==> config.mk <==
export PLATFORM = sky130hd
export DESIGN_NAME = harmonic_phase_mixer_core_flat
export DESIGN_NICKNAME = d
export VERILOG_FILES = /design/src/rtl/core/hpm_pkg.sv /design/src/rtl/core/hpm_in_if.sv /design/src/rtl/core/hpm_out_if.sv /design/src/rtl/core/harmonic_phase_mixer_core.sv /design/src/rtl/core/hpm_phase.sv /design/src/rtl/core/hpm_sincos.sv /design/src/rtl/core/hpm_rotate.sv /design/src/flat_wrapper.sv
export SDC_FILE = /design/constraint.sdc
export NUM_CORES = 2
export LEC_CHECK = 0
export ABC_AREA = 1
export ABC_CLOCK_PERIOD_IN_PS = 8200
export CAP_MARGIN = 10
export CORE_MARGIN = 1.5
export CORE_UTILIZATION = 61
export CTS_CLUSTER_DIAMETER = 100
export DETAILED_ROUTE_END_ITERATION = 12
export DONT_BUFFER_PORTS = 1
export PLACE_DENSITY = 0.8
export SLEW_MARGIN = 40
export SYNTH_ARGS = -nofsm -noshare
export SYNTH_HDL_FRONTEND = slang
export SYNTH_SLANG_ARGS = --single-unit
==> constraint.sdc <==
create_clock -name i_clk -period 8.2 [get_ports i_clk]
set_input_delay 1.23 -clock i_clk [delete_from_list [all_inputs] [get_ports i_clk]]
set_output_delay 1.23 -clock i_clk [all_outputs]
set_load 0.02 [all_outputs]
==> src/rtl/core/hpm_pkg.sv <==
// package for the harmonic phase mixer: widths, config codes, sine table and lookup
`default_nettype none

package hpm_pkg;

    localparam int SAMPLE_WIDTH   = 16;
    localparam int PHASE_WIDTH    = 16;
    localparam int SINE_ADDR_BITS = 10;

    localparam int GAIN_WIDTH     = 16;
    localparam int GAIN_FRAC      = 8;
    localparam int PRODUCT_WIDTH  = PHASE_WIDTH + GAIN_WIDTH + 1;

    localparam int QIDX_WIDTH     = SINE_ADDR_BITS - 2;
    localparam int QUARTER_LEN    = 1 << QIDX_WIDTH;
    localparam int MAG_WIDTH      = 15;
    localparam int TRIG_WIDTH     = MAG_WIDTH + 1;
    localparam int ROUND_SHIFT    = 15;

    localparam int CFG_IDX_WIDTH  = 1;
    localparam int CFG_DATA_WIDTH = (GAIN_WIDTH > PHASE_WIDTH) ? GAIN_WIDTH : PHASE_WIDTH;

    localparam logic [CFG_IDX_WIDTH-1:0] CFG_HARMONIC_GAIN = CFG_IDX_WIDTH'(0);
    localparam logic [CFG_IDX_WIDTH-1:0] CFG_PHASE_OFFSET  = CFG_IDX_WIDTH'(1);

    localparam logic [GAIN_WIDTH-1:0] GAIN_RESET = GAIN_WIDTH'(256);

    // two pi in Q30
    localparam logic [63:0] TWO_PI_Q30 = 64'd6746518852;

    typedef logic [MAG_WIDTH-1:0] t_qtab [QUARTER_LEN];

    typedef struct packed {
        logic a;
        logic b;
        logic c;
        logic d;
        logic e;
    } t_pipe_en;

    // quarter wave sample: Q30 Taylor series, rounded to the 32767 peak scale
    function automatic logic [MAG_WIDTH-1:0] sine_q30_round(input logic [63:0] x);
        logic [63:0]        x2;
        logic [63:0]        term;
        logic signed [63:0] sum;
        logic [63:0]        r;
        x2   = (x * x) >> 30;
        term = x;
        sum  = $signed(x);
        term = ((term * x2) >> 30) / 64'd6;
        sum  = sum - $signed(term);
        term = ((term * x2) >> 30) / 64'd20;
        sum  = sum + $signed(term);
        term = ((term * x2) >> 30) / 64'd42;
        sum  = sum - $signed(term);
        term = ((term * x2) >> 30) / 64'd72;
        sum  = sum + $signed(term);
        term = ((term * x2) >> 30) / 64'd110;
        sum  = sum - $signed(term);
        term = ((term * x2) >> 30) / 64'd156;
        sum  = sum + $signed(term);
        term = ((term * x2) >> 30) / 64'd210;
        sum  = sum - $signed(term);
        if (sum < 0) begin
            sum = '0;
        end
        r = (($unsigned(sum) * 64'd32767) + (64'd1 << 29)) >> 30;
        if (r > 64'd32767) begin
            r = 64'd32767;
        end
        return r[MAG_WIDTH-1:0];
    endfunction

    function automatic t_qtab build_qtab();
        t_qtab t;
        for (int k = 0; k < QUARTER_LEN; k++) begin
            t[k] = sine_q30_round((TWO_PI_Q30 * 64'(k)) >> SINE_ADDR_BITS);
        end
        return t;
    endfunction

    localparam t_qtab QTAB = build_qtab();
    localparam logic [MAG_WIDTH-1:0] QTAB_PEAK =
        sine_q30_round((TWO_PI_Q30 * 64'(QUARTER_LEN)) >> SINE_ADDR_BITS);

    // full-turn sine from the quarter table by symmetry
    function automatic logic signed [TRIG_WIDTH-1:0] sine_lookup(
        input logic [SINE_ADDR_BITS-1:0] addr
    );
        logic [1:0]            quad;
        logic [QIDX_WIDTH-1:0] r;
        logic [QIDX_WIDTH-1:0] rn;
        logic [MAG_WIDTH-1:0]  mag;
        quad = addr[SINE_ADDR_BITS-1 -: 2];
        r    = addr[QIDX_WIDTH-1:0];
        rn   = '0 - r;
        if (quad[0]) begin
            if (r == '0) begin
                mag = QTAB_PEAK;
            end else begin
                mag = QTAB[rn];
            end
        end else begin
            mag = QTAB[r];
        end
        if (quad[1]) begin
            return -$signed({1'b0, mag});
        end
        return $signed({1'b0, mag});
    endfunction

endpackage

`default_nettype wire

==> src/rtl/core/hpm_in_if.sv <==
// input stream channel: phase, complex sample and block end marker
`default_nettype none

interface hpm_in_if;
    import hpm_pkg::*;

    logic                           valid;
    logic                           ready;
    logic signed [PHASE_WIDTH-1:0]  pll_phase;
    logic signed [SAMPLE_WIDTH-1:0] in_i;
    logic signed [SAMPLE_WIDTH-1:0] in_q;
    logic                           in_last;

    modport source (output valid, output pll_phase, output in_i, output in_q,
                    output in_last, input ready);
    modport sink   (input valid, input pll_phase, input in_i, input in_q,
                    input in_last, output ready);
endinterface

`default_nettype wire

==> src/rtl/core/hpm_out_if.sv <==
// output stream channel: rotated complex sample and block end marker
`default_nettype none

interface hpm_out_if;
    import hpm_pkg::*;

    logic                           valid;
    logic                           ready;
    logic signed [SAMPLE_WIDTH-1:0] out_i;
    logic signed [SAMPLE_WIDTH-1:0] out_q;
    logic                           out_last;

    modport source (output valid, output out_i, output out_q, output out_last,
                    input ready);
    modport sink   (input valid, input out_i, input out_q, input out_last,
                    output ready);
endinterface

`default_nettype wire

==> src/rtl/core/harmonic_phase_mixer_core.sv <==
// top level of the harmonic phase mixer: config registers, pipeline control, datapath
// usage:
//   i_in carries one beat per sample: pll_phase (turns, signed Q0.16), in_i, in_q
//   and in_last; o_out returns one beat per input beat in the same order with the
//   rotated, saturated sample and the copied last flag
//   config: pulse i_cfg_we with i_cfg_idx 0 for harmonic_gain (unsigned Q8.8) or
//   1 for phase_offset (Q0.16 turns); write only while the pipeline is empty
// timing:
//   five register stages: gain multiply, offset add and table address, sine and
//   cosine lookup, four sample products, then round and saturate into the output
//   register; a beat that is taken passes through these stages in that order
//   one beat per cycle sustained while o_out.ready is high, the pipeline then takes a new beat every cycle
// reset:
//   i_rst_n low clears all stage valid flags, sets gain to one and offset to zero
// back pressure:
//   each stage holds while it is full and the one after it cannot take data, so
//   bubbles are squeezed out; i_in.ready drops only once every stage is full and
//   o_out.ready is low, no beat is lost or repeated
`default_nettype none

module harmonic_phase_mixer_core (
    input  wire logic                                 i_clk,
    input  wire logic                                 i_rst_n,
    hpm_in_if.sink                                    i_in,
    hpm_out_if.source                                 o_out,
    input  wire logic                                 i_cfg_we,
    input  wire logic [hpm_pkg::CFG_IDX_WIDTH-1:0]    i_cfg_idx,
    input  wire logic [hpm_pkg::CFG_DATA_WIDTH-1:0]   i_cfg_data
);
    import hpm_pkg::*;

    localparam int NUM_STAGES = 5;
    localparam int SIDE_STAGES = 3;

    // config registers
    logic [GAIN_WIDTH-1:0]  r_gain;
    logic [PHASE_WIDTH-1:0] r_offset;

    // stage valid flags, stage a first
    logic [NUM_STAGES-1:0] r_valid;
    t_pipe_en              en;

    // sample and last flag travelling beside the phase path
    logic signed [SAMPLE_WIDTH-1:0] r_smp_i [SIDE_STAGES];
    logic signed [SAMPLE_WIDTH-1:0] r_smp_q [SIDE_STAGES];
    logic [NUM_STAGES-1:0]          r_last;

    logic [SINE_ADDR_BITS-1:0]    addr;
    logic signed [TRIG_WIDTH-1:0] sin_val;
    logic signed [TRIG_WIDTH-1:0] cos_val;

    always_ff @(posedge i_clk) begin
        if (!i_rst_n) begin
            r_gain   <= GAIN_RESET;
            r_offset <= '0;
        end else if (i_cfg_we) begin
            case (i_cfg_idx)
                CFG_HARMONIC_GAIN: r_gain   <= i_cfg_data[GAIN_WIDTH-1:0];
                CFG_PHASE_OFFSET:  r_offset <= i_cfg_data[PHASE_WIDTH-1:0];
                default:           r_gain   <= r_gain;
            endcase
        end
    end

    // a stage loads when it is empty or its contents move on
    always_comb begin
        en.e = !r_valid[4] || o_out.ready;
        en.d = !r_valid[3] || en.e;
        en.c = !r_valid[2] || en.d;
        en.b = !r_valid[1] || en.c;
        en.a = !r_valid[0] || en.b;
    end

    assign i_in.ready = en.a;

    always_ff @(posedge i_clk) begin
        if (!i_rst_n) begin
            r_valid <= '0;
        end else begin
            if (en.a) begin
                r_valid[0] <= i_in.valid;
            end
            if (en.b) begin
                r_valid[1] <= r_valid[0];
            end
            if (en.c) begin
                r_valid[2] <= r_valid[1];
            end
            if (en.d) begin
                r_valid[3] <= r_valid[2];
            end
            if (en.e) begin
                r_valid[4] <= r_valid[3];
            end
        end
    end

    always_ff @(posedge i_clk) begin
        if (en.a) begin
            r_smp_i[0] <= i_in.in_i;
            r_smp_q[0] <= i_in.in_q;
            r_last[0]  <= i_in.in_last;
        end
        if (en.b) begin
            r_smp_i[1] <= r_smp_i[0];
            r_smp_q[1] <= r_smp_q[0];
            r_last[1]  <= r_last[0];
        end
        if (en.c) begin
            r_smp_i[2] <= r_smp_i[1];
            r_smp_q[2] <= r_smp_q[1];
            r_last[2]  <= r_last[1];
        end
        if (en.d) begin
            r_last[3] <= r_last[2];
        end
        if (en.e) begin
            r_last[4] <= r_last[3];
        end
    end

    hpm_phase u_phase (
        .i_clk       (i_clk),
        .i_en        (en),
        .i_pll_phase (i_in.pll_phase),
        .i_gain      (r_gain),
        .i_offset    (r_offset),
        .o_addr      (addr)
    );

    hpm_sincos u_sincos (
        .i_clk  (i_clk),
        .i_en   (en),
        .i_addr (addr),
        .o_sin  (sin_val),
        .o_cos  (cos_val)
    );

    hpm_rotate u_rotate (
        .i_clk   (i_clk),
        .i_en    (en),
        .i_smp_i (r_smp_i[2]),
        .i_smp_q (r_smp_q[2]),
        .i_sin   (sin_val),
        .i_cos   (cos_val),
        .o_out_i (o_out.out_i),
        .o_out_q (o_out.out_q)
    );

    assign o_out.valid    = r_valid[4];
    assign o_out.out_last = r_last[4];

endmodule

`default_nettype wire

==> src/rtl/core/hpm_phase.sv <==
// phase path: harmonic gain multiply, then offset add and table address
`default_nettype none

module hpm_phase (
    input  wire logic                                      i_clk,
    input  wire hpm_pkg::t_pipe_en                         i_en,
    input  wire logic signed [hpm_pkg::PHASE_WIDTH-1:0]    i_pll_phase,
    input  wire logic [hpm_pkg::GAIN_WIDTH-1:0]            i_gain,
    input  wire logic [hpm_pkg::PHASE_WIDTH-1:0]           i_offset,
    output logic [hpm_pkg::SINE_ADDR_BITS-1:0]             o_addr
);
    import hpm_pkg::*;

    logic signed [PRODUCT_WIDTH-1:0] n_prod;
    logic signed [PRODUCT_WIDTH-1:0] r_prod;
    logic [PHASE_WIDTH-1:0]          n_phase;
    logic [SINE_ADDR_BITS-1:0]       n_addr;
    logic [SINE_ADDR_BITS-1:0]       r_addr;

    // signed phase times unsigned gain
    always_comb begin
        n_prod = $signed({{(GAIN_WIDTH + 1){i_pll_phase[PHASE_WIDTH-1]}}, i_pll_phase})
               * $signed({{(PHASE_WIDTH + 1){1'b0}}, i_gain});
    end

    always_ff @(posedge i_clk) begin
        if (i_en.a) begin
            r_prod <= n_prod;
        end
    end

    // floor of the product plus the offset, wrapped to one turn
    always_comb begin
        n_phase = r_prod[PHASE_WIDTH+GAIN_FRAC-1:GAIN_FRAC] + i_offset;
    end

    generate
        if (PHASE_WIDTH >= SINE_ADDR_BITS) begin : g_addr_trunc
            always_comb begin
                n_addr = n_phase[PHASE_WIDTH-1 -: SINE_ADDR_BITS];
            end
        end else begin : g_addr_pad
            always_comb begin
                n_addr = {n_phase, {(SINE_ADDR_BITS - PHASE_WIDTH){1'b0}}};
            end
        end
    endgenerate

    always_ff @(posedge i_clk) begin
        if (i_en.b) begin
            r_addr <= n_addr;
        end
    end

    assign o_addr = r_addr;

endmodule

`default_nettype wire

==> src/rtl/core/hpm_sincos.sv <==
// sine and cosine lookup from the quarter wave table
`default_nettype none

module hpm_sincos (
    input  wire logic                                   i_clk,
    input  wire hpm_pkg::t_pipe_en                      i_en,
    input  wire logic [hpm_pkg::SINE_ADDR_BITS-1:0]     i_addr,
    output logic signed [hpm_pkg::TRIG_WIDTH-1:0]       o_sin,
    output logic signed [hpm_pkg::TRIG_WIDTH-1:0]       o_cos
);
    import hpm_pkg::*;

    logic [SINE_ADDR_BITS-1:0]    cos_addr;
    logic signed [TRIG_WIDTH-1:0] r_sin;
    logic signed [TRIG_WIDTH-1:0] r_cos;

    // cosine sits a quarter turn ahead
    assign cos_addr = i_addr + SINE_ADDR_BITS'(QUARTER_LEN);

    always_ff @(posedge i_clk) begin
        if (i_en.c) begin
            r_sin <= sine_lookup(i_addr);
            r_cos <= sine_lookup(cos_addr);
        end
    end

    assign o_sin = r_sin;
    assign o_cos = r_cos;

endmodule

`default_nettype wire

==> src/rtl/core/hpm_rotate.sv <==
// complex rotation: four products, then sum, round and saturate
`default_nettype none

module hpm_rotate (
    input  wire logic                                     i_clk,
    input  wire hpm_pkg::t_pipe_en                        i_en,
    input  wire logic signed [hpm_pkg::SAMPLE_WIDTH-1:0]  i_smp_i,
    input  wire logic signed [hpm_pkg::SAMPLE_WIDTH-1:0]  i_smp_q,
    input  wire logic signed [hpm_pkg::TRIG_WIDTH-1:0]    i_sin,
    input  wire logic signed [hpm_pkg::TRIG_WIDTH-1:0]    i_cos,
    output logic signed [hpm_pkg::SAMPLE_WIDTH-1:0]       o_out_i,
    output logic signed [hpm_pkg::SAMPLE_WIDTH-1:0]       o_out_q
);
    import hpm_pkg::*;

    localparam int MUL_WIDTH = SAMPLE_WIDTH + TRIG_WIDTH;
    localparam int ACC_WIDTH = MUL_WIDTH + 2;
    localparam logic signed [ACC_WIDTH-1:0] ROUND_BIAS =
        ACC_WIDTH'(64'd1 << (ROUND_SHIFT - 1));
    localparam logic signed [ACC_WIDTH-1:0] SAT_HI =
        ACC_WIDTH'((64'd1 << (SAMPLE_WIDTH - 1)) - 64'd1);
    localparam logic signed [ACC_WIDTH-1:0] SAT_LO = -SAT_HI - ACC_WIDTH'(1);

    logic signed [MUL_WIDTH-1:0]    r_ic;
    logic signed [MUL_WIDTH-1:0]    r_qs;
    logic signed [MUL_WIDTH-1:0]    r_is;
    logic signed [MUL_WIDTH-1:0]    r_qc;
    logic signed [ACC_WIDTH-1:0]    n_re;
    logic signed [ACC_WIDTH-1:0]    n_im;
    logic signed [ACC_WIDTH-1:0]    n_re_sh;
    logic signed [ACC_WIDTH-1:0]    n_im_sh;
    logic signed [SAMPLE_WIDTH-1:0] n_out_i;
    logic signed [SAMPLE_WIDTH-1:0] n_out_q;
    logic signed [SAMPLE_WIDTH-1:0] r_out_i;
    logic signed [SAMPLE_WIDTH-1:0] r_out_q;

    always_ff @(posedge i_clk) begin
        if (i_en.d) begin
            r_ic <= MUL_WIDTH'(i_smp_i) * MUL_WIDTH'(i_cos);
            r_qs <= MUL_WIDTH'(i_smp_q) * MUL_WIDTH'(i_sin);
            r_is <= MUL_WIDTH'(i_smp_i) * MUL_WIDTH'(i_sin);
            r_qc <= MUL_WIDTH'(i_smp_q) * MUL_WIDTH'(i_cos);
        end
    end

    // round halves upward, arithmetic shift is the floor
    always_comb begin
        n_re    = ACC_WIDTH'(r_ic) - ACC_WIDTH'(r_qs) + ROUND_BIAS;
        n_im    = ACC_WIDTH'(r_is) + ACC_WIDTH'(r_qc) + ROUND_BIAS;
        n_re_sh = n_re >>> ROUND_SHIFT;
        n_im_sh = n_im >>> ROUND_SHIFT;
        if (n_re_sh > SAT_HI) begin
            n_out_i = SAT_HI[SAMPLE_WIDTH-1:0];
        end else if (n_re_sh < SAT_LO) begin
            n_out_i = SAT_LO[SAMPLE_WIDTH-1:0];
        end else begin
            n_out_i = n_re_sh[SAMPLE_WIDTH-1:0];
        end
        if (n_im_sh > SAT_HI) begin
            n_out_q = SAT_HI[SAMPLE_WIDTH-1:0];
        end else if (n_im_sh < SAT_LO) begin
            n_out_q = SAT_LO[SAMPLE_WIDTH-1:0];
        end else begin
            n_out_q = n_im_sh[SAMPLE_WIDTH-1:0];
        end
    end

    always_ff @(posedge i_clk) begin
        if (i_en.e) begin
            r_out_i <= n_out_i;
            r_out_q <= n_out_q;
        end
    end

    assign o_out_i = r_out_i;
    assign o_out_q = r_out_q;

endmodule

`default_nettype wire

==> src/flat_wrapper.sv <==
// flat-port wrapper written by rule: the top's interface ports become plain ports
module harmonic_phase_mixer_core_flat import hpm_pkg::*;
  (i_clk, i_rst_n, i_cfg_we, i_cfg_idx, i_cfg_data, i_in_valid, i_in_pll_phase, i_in_in_i, i_in_in_q, i_in_in_last, i_in_ready, o_out_valid, o_out_out_i, o_out_out_q, o_out_out_last, o_out_ready);
  hpm_in_if i_in_i ();
  hpm_out_if o_out_i ();
  input  wire logic i_clk;
  input  wire logic i_rst_n;
  input  wire logic i_cfg_we;
  input  wire logic [hpm_pkg::CFG_IDX_WIDTH-1:0] i_cfg_idx;
  input  wire logic [hpm_pkg::CFG_DATA_WIDTH-1:0] i_cfg_data;
  input wire logic [$bits(i_in_i.valid)-1:0] i_in_valid;
  input wire logic [$bits(i_in_i.pll_phase)-1:0] i_in_pll_phase;
  input wire logic [$bits(i_in_i.in_i)-1:0] i_in_in_i;
  input wire logic [$bits(i_in_i.in_q)-1:0] i_in_in_q;
  input wire logic [$bits(i_in_i.in_last)-1:0] i_in_in_last;
  output wire logic [$bits(i_in_i.ready)-1:0] i_in_ready;
  output wire logic [$bits(o_out_i.valid)-1:0] o_out_valid;
  output wire logic [$bits(o_out_i.out_i)-1:0] o_out_out_i;
  output wire logic [$bits(o_out_i.out_q)-1:0] o_out_out_q;
  output wire logic [$bits(o_out_i.out_last)-1:0] o_out_out_last;
  input wire logic [$bits(o_out_i.ready)-1:0] o_out_ready;
  assign i_in_i.valid = i_in_valid;
  assign i_in_i.pll_phase = i_in_pll_phase;
  assign i_in_i.in_i = i_in_in_i;
  assign i_in_i.in_q = i_in_in_q;
  assign i_in_i.in_last = i_in_in_last;
  assign i_in_ready = i_in_i.ready;
  assign o_out_valid = o_out_i.valid;
  assign o_out_out_i = o_out_i.out_i;
  assign o_out_out_q = o_out_i.out_q;
  assign o_out_out_last = o_out_i.out_last;
  assign o_out_i.ready = o_out_ready;
  harmonic_phase_mixer_core u_core (.i_clk(i_clk), .i_rst_n(i_rst_n), .i_in(i_in_i), .o_out(o_out_i), .i_cfg_we(i_cfg_we), .i_cfg_idx(i_cfg_idx), .i_cfg_data(i_cfg_data));
endmodule
### Word level (Yosys, flattened, before mapping)

Memory sizes are Yosys's and may differ from the RTL's.
Cells that the tools add are included.

* memories kept: 6
* ROM bits: 15360
* bits in registers: 268
* output and inout bits: 35
* bits of input ports: 71
* logic and storage cells: 102
* memory bits (writable): 96

* bitwise gates (word level): 5
* multiplexer cells: 30
* reductions and logical operators: 14
* multipliers: 5
* order comparisons: 8
* add/sub/neg operators: 10

Memories
* (no name shown): words 256, bits a word 15, read ports 1, clocked after Yosys merged registers in 0, wr ports 0, line hpm_pkg.sv:104 `mag = QTAB[r];`
* (no name shown): words 256, bits a word 15, read ports 1, clocked after Yosys merged registers in 0, wr ports 0, line hpm_pkg.sv:101 `mag = QTAB[rn];`
* (no name shown): words 256, bits a word 15, read ports 1, clocked after Yosys merged registers in 0, wr ports 0, line hpm_pkg.sv:104
* (no name shown): words 256, bits a word 15, read ports 1, clocked after Yosys merged registers in 0, wr ports 0, line hpm_pkg.sv:101
* u_core.r_smp_i: words 3, bits a word 16, read ports 3, clocked after Yosys merged registers in 0, wr ports 3, line harmonic_phase_mixer_core.sv:44 `logic signed [SAMPLE_WIDTH-1:0] r_smp_i [SIDE_STAGES];`
* u_core.r_smp_q: words 3, bits a word 16, read ports 3, clocked after Yosys merged registers in 0, wr ports 3, line harmonic_phase_mixer_core.sv:45 `logic signed [SAMPLE_WIDTH-1:0] r_smp_q [SIDE_STAGES];`

Operators by type and width (count)
* 15-bit 2-to-1 mux: 16
* 16-bit by 16-bit multiplier with 32-bit output: 4
* 33-bit by 16-bit adder with 34-bit output (second input constant): 2
* 16-bit 2-to-1 mux: 4
* 19-bit by 16-bit greater-than comparator with 1-bit output (second input constant): 2
* 19-bit by 16-bit < comparator with 1-bit output (second input constant): 2
* 9-bit greater-or-equal comparator (second input constant): 4
* 8-bit inverter with 9-bit output: 4
* 32-bit by 32-bit adder with 33-bit output: 1
* 32-bit by 32-bit subtractor with 33-bit output: 1
* 15-bit negation with 16-bit output: 2
* 16-bit by 17-bit multiplier with 24-bit output: 1
* 16-bit adder: 1
* 8-bit logical NOT: 2
* 1-bit by 8-bit subtractor with 8-bit output (first input constant): 2
* 10-bit by 9-bit adder with 10-bit output (second input constant): 1
* 1-bit 2-to-1 mux: 10
* 1-bit logical NOT: 5
* 1-bit logical OR: 5
* 2-bit AND reduction: 2
* 1-bit inverter: 1

### Depth between registers and ports, before layout

* word-level depth: 12
* depth in mapped cells: 31
* mapped depth without buffers: 28

### Hierarchy

A second synthesis with hierarchy kept.

* cells, all modules: 9779
* area total of the unflattened synthesis: 74497.7 µm²

By module, submodules not included
* hpm_rotate: sequential area each 4804.6 µm², area each 50667.3 µm², instances 1, cells each 6254
* hpm_sincos: sequential area each 960.9 µm², area each 10117.2 µm², instances 1, cells each 2010
* hpm_phase: sequential area each 780.7 µm², area each 9312.7 µm², instances 1, cells each 1252
* harmonic_phase_mixer_core: sequential area each 3773.6 µm², area each 4400.5 µm², instances 1, cells each 263

### Worst setup path after synthesis

Ideal clock, no wire load.

* path type: input to output
* start point: input port o_out_ready
* end point: output port i_in_ready
* arrival time: 7.503 ns
* slack: -0.533 ns
* path buffers: 0
* stages on the path: 8
* cells stage by stage: nor2_1 > inv_1 > nor2_1 > inv_1 > nor2_1 > inv_1 > nor2_1 > nand2_1

RTL lines
* start, declared: line flat_wrapper.sv:21 `input wire logic [$bits(o_out_i.ready)-1:0] o_out_ready;`
* end, declared: line flat_wrapper.sv:16 `output wire logic [$bits(i_in_i.ready)-1:0] i_in_ready;`

### Worst setup path in the final report

* start point: register u_core.u_sincos.r_cos[5] (netlist: u_core.u_sincos.o_cos[5])
* end point: register u_core.u_rotate.r_qc[29], data pin

* cells in the longest elaborated chain, start to end: 1

RTL lines
* start, declared: line hpm_sincos.sv:15 `logic signed [TRIG_WIDTH-1:0] r_cos;`
* start signal, assigned: line hpm_sincos.sv:23 `r_cos <= sine_lookup(cos_addr);`
* 16-bit by 16-bit multiplier with 32-bit output: line hpm_rotate.sv:42 `r_qc <= MUL_WIDTH'(i_smp_q) * MUL_WIDTH'(i_cos);`
* end signal, assigned: line hpm_rotate.sv:42
* end, declared: line hpm_rotate.sv:27 `logic signed [MUL_WIDTH-1:0] r_qc;`

No other way between the ends.
A chain may end at the register's enable or synchronous reset.

==> out/results.txt <==
Hold Vio Cnt, Final: 0
sequential element share of the synthesized area: 14.4%
Final #Nets: 10,800
setup TNS: 0 ps
DR vias: 60,200
Final Max Tran Viols: 0
Final ANT Viol Nets: 0
detailed-route wire length per cell: 20.2 um
clock sink total: 356
GR Util All Layers: 35.9%
TritonCTS clock tree: yes
Post-synth EDFFs: 319
die height: 346 um
Die Area: 120,000 um^2
syn avg cell area: 7.95 um^2
# DRC: 0
fraction of layout cells with a size suffix above 1: 4.12%
RSZ-0062 raised after global routing: false
Max Cap Viol: 0
core area: 116,000 um^2
cts hold-fix bufs: 0
#FFs+latches synth: 356
fmax: 144 MHz
M2 GR Usage: 58.0%
Fin Clk Skew: 28.8 ps
WS Path Type: reg -> reg
CP Launch Type: flip-flop
Top FF cell, synth: edfxtp_1
clock latency on the worst-skew pair: 640 ps
num rows: 125
GR Layer Usage met3: 7.90%
n_diodes: 0
drt total wl: 211,000 um
gr busiest metal: met2
First DRT Iteration DRCs: 6,026
root buf cell: clkbuf_16
CTS Buf Count: 44
worst-path fanout max: 19
Req. time, crit path: 8580 ps
syn nets: 10,900
Syn. warnings: 0
CTS H-tree depth: 2
Mapped Area: 71,700 um^2
crit path DAT: 7340 ps
HP Class: reg -> reg
# port buffers: 0
Setup Buffers After CTS: 0
clock slew at reported path FFs: 60 ps
first-pass GRT wire length: 336,000 um
Fillers: 9,734
crit share post-route: 84.9%
count of cell types in the netlist: 59
via density per instance: 5.76
# resized after CTS: 0
dpl hpwl: 166,000 um
met1 Use GR: 44.7%
Synth async-reset ratio: 0%
vias in the first global route: 63,200
pin count of the biggest net entering global routing: 69
crit path time final: 6960 ps
antenna violations before repair: 6
clock tree buffer depth: 3
non-filler instance count after layout: 10,400
Horiz. Die Dim: 346 um
Max-slew headroom: 37.0%
worst-margin pin slew: 945 ps
Setup crit end kind: flip-flop
# IOs: 106
global route total overflow: 0
Area growth, synth to finish: 4.81%
# setup viols final: 0
Final Wtd Congestion: 1.01
Starting Density: 61.6%
drt pass-1 iters: 7
status: finished, final reports clean
placed cell count: 10,400
Cells after Synth: 9,025
sequential cells by signal, summed over array words and instances, names as in the netlist:
name,flops
u_core.u_phase.r_prod,16
u_core.u_rotate.o_out_i,16
u_core.u_rotate.r_is,32
u_core.r_gain,16
u_core.u_rotate.r_qc,32
u_core.r_valid,5
u_core.r_last,5
u_core.u_sincos.o_sin,16
u_core.u_rotate.o_out_q,16
u_core.r_offset,16
u_core.u_rotate.r_ic,32
u_core.r_smp_q,48
u_core.u_phase.o_addr,10
u_core.u_sincos.o_cos,16
u_core.u_rotate.r_qs,32
u_core.r_smp_i,48
layout by cell type (no fill, tap or decap), types with 17 or more instances in the layout:
| cell type | Yosys | final |
|---|---|---|
| edfxtp_1 | 319 | 319 |
| nand2_2 | 30 | 30 |
| ha_1 | 593 | 593 |
| xor2_1 | 141 | 141 |
| fa_1 | 1220 | 1220 |
| buf_4 | 10 | 143 |
| dfxtp_1 | 37 | 32 |
| clkbuf_16 | 0 | 46 |
| a21o_1 | 23 | 23 |
| o21ai_1 | 21 | 21 |
| o21a_1 | 17 | 17 |
| a31oi_1 | 31 | 31 |
| inv_1 | 2250 | 2245 |
| a21oi_1 | 303 | 303 |
| nand4_1 | 41 | 41 |
| o21ai_0 | 257 | 257 |
| xnor2_1 | 101 | 101 |
| o211ai_1 | 28 | 28 |
| nor2_1 | 374 | 371 |
| nand3_1 | 362 | 362 |
| nor3_1 | 25 | 25 |
| buf_6 | 5 | 26 |
| nand2_1 | 2309 | 2307 |
cell usage after synthesis, types with 7 or more instances:
library cell | count | share of area, %
nor2_4 | 7 | 0.11
o211ai_1 | 28 | 0.29
a31oi_1 | 31 | 0.27
o221ai_1 | 8 | 0.098
nand4_1 | 41 | 0.36
buf_4 | 10 | 0.10
nor2_1 | 374 | 2.0
fa_1 | 1220 | 34
buf_1 | 14 | 0.073
nor2_2 | 7 | 0.061
ha_1 | 593 | 10
xnor2_1 | 101 | 1.2
nor3_1 | 25 | 0.17
o21ai_0 | 257 | 1.8
o2111ai_1 | 12 | 0.15
inv_1 | 2250 | 12
a22oi_1 | 9 | 0.094
nor4_1 | 13 | 0.11
nand2_2 | 30 | 0.26
o21a_1 | 17 | 0.18
dfxtp_1 | 37 | 1.0
nand3_1 | 362 | 2.5
or2_2 | 8 | 0.070
buf_2 | 48 | 0.34
a21o_1 | 23 | 0.24
clkbuf_1 | 286 | 1.5
a21oi_1 | 303 | 2.1
nand3_2 | 7 | 0.098
o21bai_1 | 13 | 0.14
edfxtp_1 | 319 | 13
xor2_1 | 141 | 1.7
o21ai_1 | 21 | 0.15
nand2_1 | 2309 | 12
nand3b_1 | 8 | 0.084
a21boi_0 | 13 | 0.14
inv_2 | 14 | 0.073
through the flow:
stage	util, %	hold WS [ps]	instance area [um^2]	setup slack, ps
finish	64.6	414	75200	1240
global route	64.6	415	75200	1050
CTS	64.5	413	75000	1270
detailed placement	63.2	405	73500	1250
global placement	63.0	400	73300	1470
floorplan	-	400	71700	620
critical path: stages (launching register included):
cell	delay (ps)
edfxtp_1	750
buf_4	420
nand2_1	180
fa_1	540
inv_1	70
fa_1	810
fa_1	540
fa_1	520
fa_1	500
inv_1	50
fa_1	470
inv_1	40
ha_1	340
nand2_1	140
nor4_1	550
nand3_1	140
nand3_1	190
nand3_1	90
nand2_1	120
a31oi_1	110
xnor2_1	140
final timing paths:
check	end	startpoint	slack, ps	cells past startpoint
worst max-delay path	u_core.u_rotate.r_qc[29]	u_core.u_sincos.o_cos[5]	1240	20
worst min-delay path	u_core.r_smp_q[0][19]	u_core.r_smp_q[0][3]	410	0
worst max register to register	u_core.u_rotate.r_qc[29]	u_core.u_sincos.o_cos[5]	1240	20
worst min register to register	u_core.r_smp_q[0][19]	u_core.r_smp_q[0][3]	410	0
layout make-up:
class | instances | area [um^2] | share of cell area [%]
sequential | 356 | 10300 | 13.7
clock inverter | 32 | 290 | 0.386
tap | 1524 | 1910 | 2.54
timing repair buffer | 181 | 1570 | 2.09
clock buffer | 50 | 1190 | 1.58
multi-input combinational | 6031 | 51300 | 68.3
inverter | 2273 | 8540 | 11.4
kinds of logic after synthesis:
family,Yosys count,share of synthesized area (%)
XOR/XNOR,242,2.96
flip-flops,356,14.4
AO/OA/AOI/OAI,767,6.02
buffers and inverters,2638,14.1
adder cells (fa/ha/maj),1813,44.4
AND/OR/NAND/NOR,3209,18.2
layer usage:
metal,part of all wire (%),wire (um),up-vias
li1,-,-,26700
met1,36,76900,29100
met2,47,98300,3481
met3,11,22600,904
met4,6.3,13400,6
met5,0.016,34,-
Power is not shown: default switching activity piles up to over one toggle a cycle in this logic, so the estimate is an artifact.
